## src/range_add_count_at_least_defines.svh

```systemverilog
// ----------------------------------------------------------------------------
// range_add_count_at_least_defines
// Assertion macros for the range add / count-at-least block.
// ----------------------------------------------------------------------------
`ifndef RANGE_ADD_COUNT_AT_LEAST_DEFINES_SVH
`define RANGE_ADD_COUNT_AT_LEAST_DEFINES_SVH

`ifndef SYNTHESIS
// Check a property on every clock outside reset
`define RACAL_ASSERT(lbl, prop) \
  lbl: assert property (@(posedge clk) disable iff (!rst_n) prop) \
    else $error("racal assertion failed");
// Check that a condition never holds outside reset
`define RACAL_NEVER(lbl, expr) \
  lbl: assert property (@(posedge clk) disable iff (!rst_n) !(expr)) \
    else $error("racal forbidden condition");
`else
`define RACAL_ASSERT(lbl, prop)
`define RACAL_NEVER(lbl, expr)
`endif

`endif

```

## src/racal_pkg.sv

```systemverilog
// ----------------------------------------------------------------------------
// racal_pkg
// Shared types and constants for the range add / count-at-least block.
// ----------------------------------------------------------------------------
package racal_pkg;

  localparam int DEPTH_DEF = 1024;
  localparam int DATA_W    = 32;
  localparam int IDX_W     = 10;
  localparam int CNT_W     = 11;
  localparam int LEN_W     = 11;
  localparam logic [LEN_W-1:0] LEN_RESET = 11'd1024;

  localparam logic [1:0] CMD_LOAD  = 2'd0;
  localparam logic [1:0] CMD_ADD   = 2'd1;
  localparam logic [1:0] CMD_COUNT = 2'd2;

  // Commands from controller to datapath
  typedef struct packed {
    logic capture;
    logic clear;
    logic load_wr;
    logic rd;
    logic ex;
    logic publish;
  } ctl_cmd_t;

  // Status from datapath to controller
  typedef struct packed {
    logic       clear_last;
    logic       at_last;
    logic       err;
    logic [1:0] op;
  } ctl_stat_t;

endpackage

```

## src/racal_ctrl.sv

```systemverilog
// ----------------------------------------------------------------------------
// racal_ctrl
// Controller: clear sweep, command dispatch, element walk, result handoff.
// ----------------------------------------------------------------------------
module racal_ctrl
  import racal_pkg::*;
(
  input  logic      clk,
  input  logic      rst_n,
  input  logic      in_valid,
  output logic      in_stall,
  output logic      out_valid,
  input  logic      out_stall,
  input  ctl_stat_t stat,
  output ctl_cmd_t  cmd
);

  typedef enum logic [2:0] {
    S_CLR,
    S_IDLE,
    S_DISP,
    S_RD,
    S_EX,
    S_DONE
  } state_t;

  state_t state_r, state_nxt;
  logic   out_valid_r, out_valid_nxt;
  logic   slot_free;

  assign slot_free = !out_valid_r || !out_stall;

  // Next state and commands
  always_comb begin
    state_nxt     = state_r;
    cmd           = '0;
    out_valid_nxt = out_valid_r && out_stall;
    unique case (state_r)
      S_CLR: begin
        cmd.clear = 1'b1;
        if (stat.clear_last) begin
          state_nxt = S_IDLE;
        end
      end
      S_IDLE: begin
        if (in_valid) begin
          cmd.capture = 1'b1;
          state_nxt   = S_DISP;
        end
      end
      S_DISP: begin
        if (stat.err || (stat.op != CMD_LOAD && stat.op != CMD_ADD &&
                         stat.op != CMD_COUNT)) begin
          state_nxt = S_DONE;
        end else if (stat.op == CMD_LOAD) begin
          cmd.load_wr = 1'b1;
          state_nxt   = S_DONE;
        end else begin
          state_nxt = S_RD;
        end
      end
      S_RD: begin
        cmd.rd    = 1'b1;
        state_nxt = S_EX;
      end
      S_EX: begin
        cmd.ex    = 1'b1;
        state_nxt = stat.at_last ? S_DONE : S_RD;
      end
      S_DONE: begin
        if (slot_free) begin
          cmd.publish   = 1'b1;
          out_valid_nxt = 1'b1;
          state_nxt     = S_IDLE;
        end
      end
      default: state_nxt = S_IDLE;
    endcase
  end

  // Hold state and result valid
  always_ff @(posedge clk) begin
    if (!rst_n) begin
      state_r     <= S_CLR;
      out_valid_r <= 1'b0;
    end else begin
      state_r     <= state_nxt;
      out_valid_r <= out_valid_nxt;
    end
  end

  assign in_stall  = (state_r != S_IDLE);
  assign out_valid = out_valid_r;

endmodule

```

## config.mk

```make
export PLATFORM = sky130hd
export DESIGN_NAME = racal_ctrl
export DESIGN_NICKNAME = d
export VERILOG_FILES = /design/src/range_add_count_at_least_defines.svh /design/src/racal_pkg.sv /design/src/racal_ctrl.sv
export SDC_FILE = /design/constraint.sdc
export NUM_CORES = 1
export LEC_CHECK = 0
export ABC_AREA = 1
export BUFFER_PORTS_ARGS = -buffer_cell sky130_fd_sc_hd__buf_2
export CORE_AREA = 5 5 42 44
export CTS_CLUSTER_DIAMETER = 40
export DETAILED_ROUTE_END_ITERATION = 6
export DIE_AREA = 0 0 47 49
export MAX_ROUTING_LAYER = met4
export PLACE_DENSITY_LB_ADDON = 0.05
export SYNTH_ARGS = -nofsm -noshare
export SYNTH_HDL_FRONTEND = slang
export SYNTH_SLANG_ARGS = --single-unit
```

## constraint.sdc

```tcl
create_clock -name clk -period 1.5 [get_ports clk]
set_input_delay 0.15 -clock clk [delete_from_list [all_inputs] [get_ports clk]]
set_output_delay 0.15 -clock clk [all_outputs]
set_load 0.05 [all_outputs]
```

## After elaboration in Yosys (flattened, before gate mapping)

Index checks and enable logic that the tools add are counted.

- Equality and inequality tests: 11
- Multiplexer cells: 19
- Reduce and logical (&&, ||, !) cells: 11

Operator list:

| kind | number |
|---|---|
| $mux 3 | 6 |
| $pmux 3 s6 | 1 |
| $mux 1 | 12 |
| $ne 2x2->1 const B | 4 |
| $eq 3x2->1 const B | 2 |
| $eq 3x3->1 const B | 2 |
| $eq 3x1->1 const B | 1 |
| $logic_and 1x1->1 | 3 |
| $logic_not 3->1 | 1 |
| $ne 3x1->1 const B | 1 |
| $reduce_and 3->1 | 1 |
| $logic_not 1->1 | 2 |
| $logic_not 2->1 | 1 |
| $logic_or 1x1->1 | 2 |
| $ne 2x1->1 const B | 1 |
| $reduce_bool 2->1 | 1 |

- Flip-flop bits (word level): 4
- Bits of input ports: 9
- Output and inout bits: 8
- Word-level logic and storage cells: 43

## Depth between registers and ports, before layout

- Word-level depth: 6
- Depth in mapped cells: 8
- Depth with buffers taken out: 8

## Worst setup path after synthesis

No wires, ideal clock.

- Path kind: reg-to-output
- From: register state_r[2]
- To: output port cmd[5] (netlist name)
- Arrival: 1455 ps
- Setup slack: -105 ps
- Cell stages (with the launch flop): 5
- Buffers on the path: 1
- Cells stage by stage: dfxtp_1 -> buf_6 -> nor2_4 -> nand2_2 -> nor2_1

RTL lines:

| what | line | RTL |
|---|---|---|
| start: declaration | racal_ctrl.sv:27 | `state_t state_r, state_nxt;` |
| start signal: assignment | racal_ctrl.sv:87 | `state_r <= state_nxt;` |
| end: declaration | racal_ctrl.sv:15 | `output ctl_cmd_t cmd` |

==> results by group <==
Timing
  • Slew Limit Fails: 0
  • FMAX: 751.1 MHz
  • Setup Viol. Count Final: 0
  • Clock Skews: 0.0006458 ns
  • Unrepaired setup endpoints after global routing: false
  • Final Hold Fails: 0
  • Setup TNS: 0 ns
  • Hold slack: 0.1166 ns
  • Fin crit share: 88.76%
  • Worst slew pin tran: 0.2490 ns
  • Crit path time final: 1.331 ns
  • Rel. slew slack: 83.51%
  • Setup ws final: 0.1685 ns

GRT
  • Initial antenna violation count: 0
  • Vias in the first global route: 341
  • First-pass GRT wire length: 1.338 mm
  • Tot GR Track Use: 8.159%
  • Total gr overflow: 0
  • Pin count of the biggest net entering global routing: 9

Cells and area
  • Final Core Density: 33.39%
  • Diode count: 0
  • Area grow syn2layout: 39.03%
  • Share of cells above drive strength 1: 36.71%
  • Layout Nets: 90
  • Non-filler cells, final: 95
  • Final Cell Area: 467.9 um^2
  • Filler instances: 176

Power and ir drop
  • Total chip power: 0.4546 mW
  • PD cells: 971.4 mW/mm^2
  • Worst VDD drop: 0.3700 mV
  • Static leakage: 0.3057 nW

Synth
  • Cell Area, Synth: 336.6 um^2
  • Cell count after synthesis: 61
  • Netlist cell types: 14
  • Syn Nets: 70
  • Ys Warns: 0
  • Syn Area/Cell: 5.518 um^2
  • Post-synthesis sequential area ratio: 23.79%
  • Yosys reg bits: 4

Clock network
  • Num CTS Buffers: 3
  • Latest clock arrival within the worst-skew pair: 0.23 ns
  • Clock transition at path regs: 0.04 ns
  • H-tree depth: 1
  • Clock Tree Root: clkbuf_4
  • # clock sinks: 4
  • CTS tree: built
  • CTS Buffer Depth: 2
  • Hold_buf cts: 0
  • Post CTS Setup Buffer Count: 0

Status
  • Status: completed

Placed design
  • Pre-CTS setup slack: 0.2384 ns
  • Area after DPL: 427.9 um^2
  • GP Congestion: 0.6576
  • Port Buf Inserts: 16
  • DP HPWL: 673.1 um
  • Dpl cells: 92

Route
  • Detail Route Antenna Nets: 0
  • DR vias: 378
  • # DRC: 0
  • TritonRoute pass-1 iters: 4
  • Vias/cell: 3.979
  • Total routed wirelength: 744 um
  • Wire per inst: 7.832 um
  • DR iter-0 viols: 5

Setup path
  • Critical path arrival: 1.18 ns
  • Crit end category: primary output
  • WP data required: 1.35 ns
  • Critical Path Source Type: register
  • Crit Path Class: reg -> out
  • Largest fanout on the critical path: 4

Floorplanning
  • Core Box Area: 0.001401 mm^2
  • Starting density of the core: 24.02%
  • Number of top-level pins: 17
  • Area of the die: 0.002303 mm^2
  • Chip Height: 49 um
  • Row count: 14
  • Die width: 47 um

Worst hold path
  • HP Class: in -> reg

Job
  • Total of max-cap violations: 0
sequential cells by signal, summed over array words and instances (netlist names):
name,count
state_r,3
out_valid,1
per-layer routing:
layer | global-route usage [%] | up-vias | share of wire (%)
met4 | 4.147 | 0 | 0
met5 | - | - | 0
met2 | 10.41 | 11 | 47
li1 | - | 213 | -
met3 | 3.690 | 0 | 9.8
met1 | 10.55 | 154 | 43
cell usage after synthesis, drive strengths merged:
cell type | n | area, um^2
nand3 | 6 | 30.03
nand2 | 16 | 62.56
dfxtp | 4 | 80.08
and3 | 1 | 6.260
nor3 | 1 | 10.01
buf | 1 | 11.26
nand3b | 1 | 7.510
a21oi | 2 | 10.01
inv | 17 | 63.81
nor2 | 12 | 55.06
cells by family after synthesis:
| family | synth area share, % |
|---|---|
| AO/OA/AOI/OAI | 2.974 |
| buffers and inverters | 22.30 |
| flip-flops | 23.79 |
| AND/OR/NAND/NOR | 50.93 |
report_power, final:
group	switching (mW)	internal, mW
logic	0.136	0.0554
clock network	0.0390	0.0892
registers	0.0163	0.119
final timing paths:
kind | slack (ns) | depth (start not counted) | start | to
max reg2reg | 0.48 | 7 | state_r[0] | state_r[1]
max | 0.17 | 4 | state_r[1] | cmd[3]
min | 0.12 | 3 | rst_n | state_r[2]
min reg2reg | 0.48 | 2 | out_valid | out_valid
placed cells by master, fill, tap and decap left out:
cell type / instances
nor3_4: 1
nand2_1: 15
nor2_2: 3
buf_4: 2
and3_1: 1
inv_2: 1
nand2_2: 1
dfxtp_1: 1
inv_1: 16
nor2_1: 8
buf_2: 14
nand3_1: 6
nor2_4: 1
dfxtp_2: 3
nand3b_1: 1
clkbuf_4: 3
a21oi_1: 2
layout make-up:
| type | instances | area, um^2 | share of cell area (%) |
|---|---|---|---|
| timing repair buffer | 16 | 85.08 | 18.18 |
| sequential | 4 | 83.83 | 17.91 |
| tap | 16 | 20.02 | 4.278 |
| multi-input combinational | 39 | 192.7 | 41.18 |
| clock buffer | 3 | 22.52 | 4.813 |
| inverter | 17 | 63.81 | 13.64 |
critical path, stage by stage, from the launching register on:
cell and delay [ns]:
dfxtp_2 0.35, inv_1 0.09, nor3_4 0.15, and3_1 0.17, buf_4 0.19
timing repair:
action                     4_1_cts  5_1_grt
gates resized for setup          1        7
pin swaps                        0        0
setup endpoints to repair        1        4
cloned                           0        0
Power figures use the tool's default switching activity.
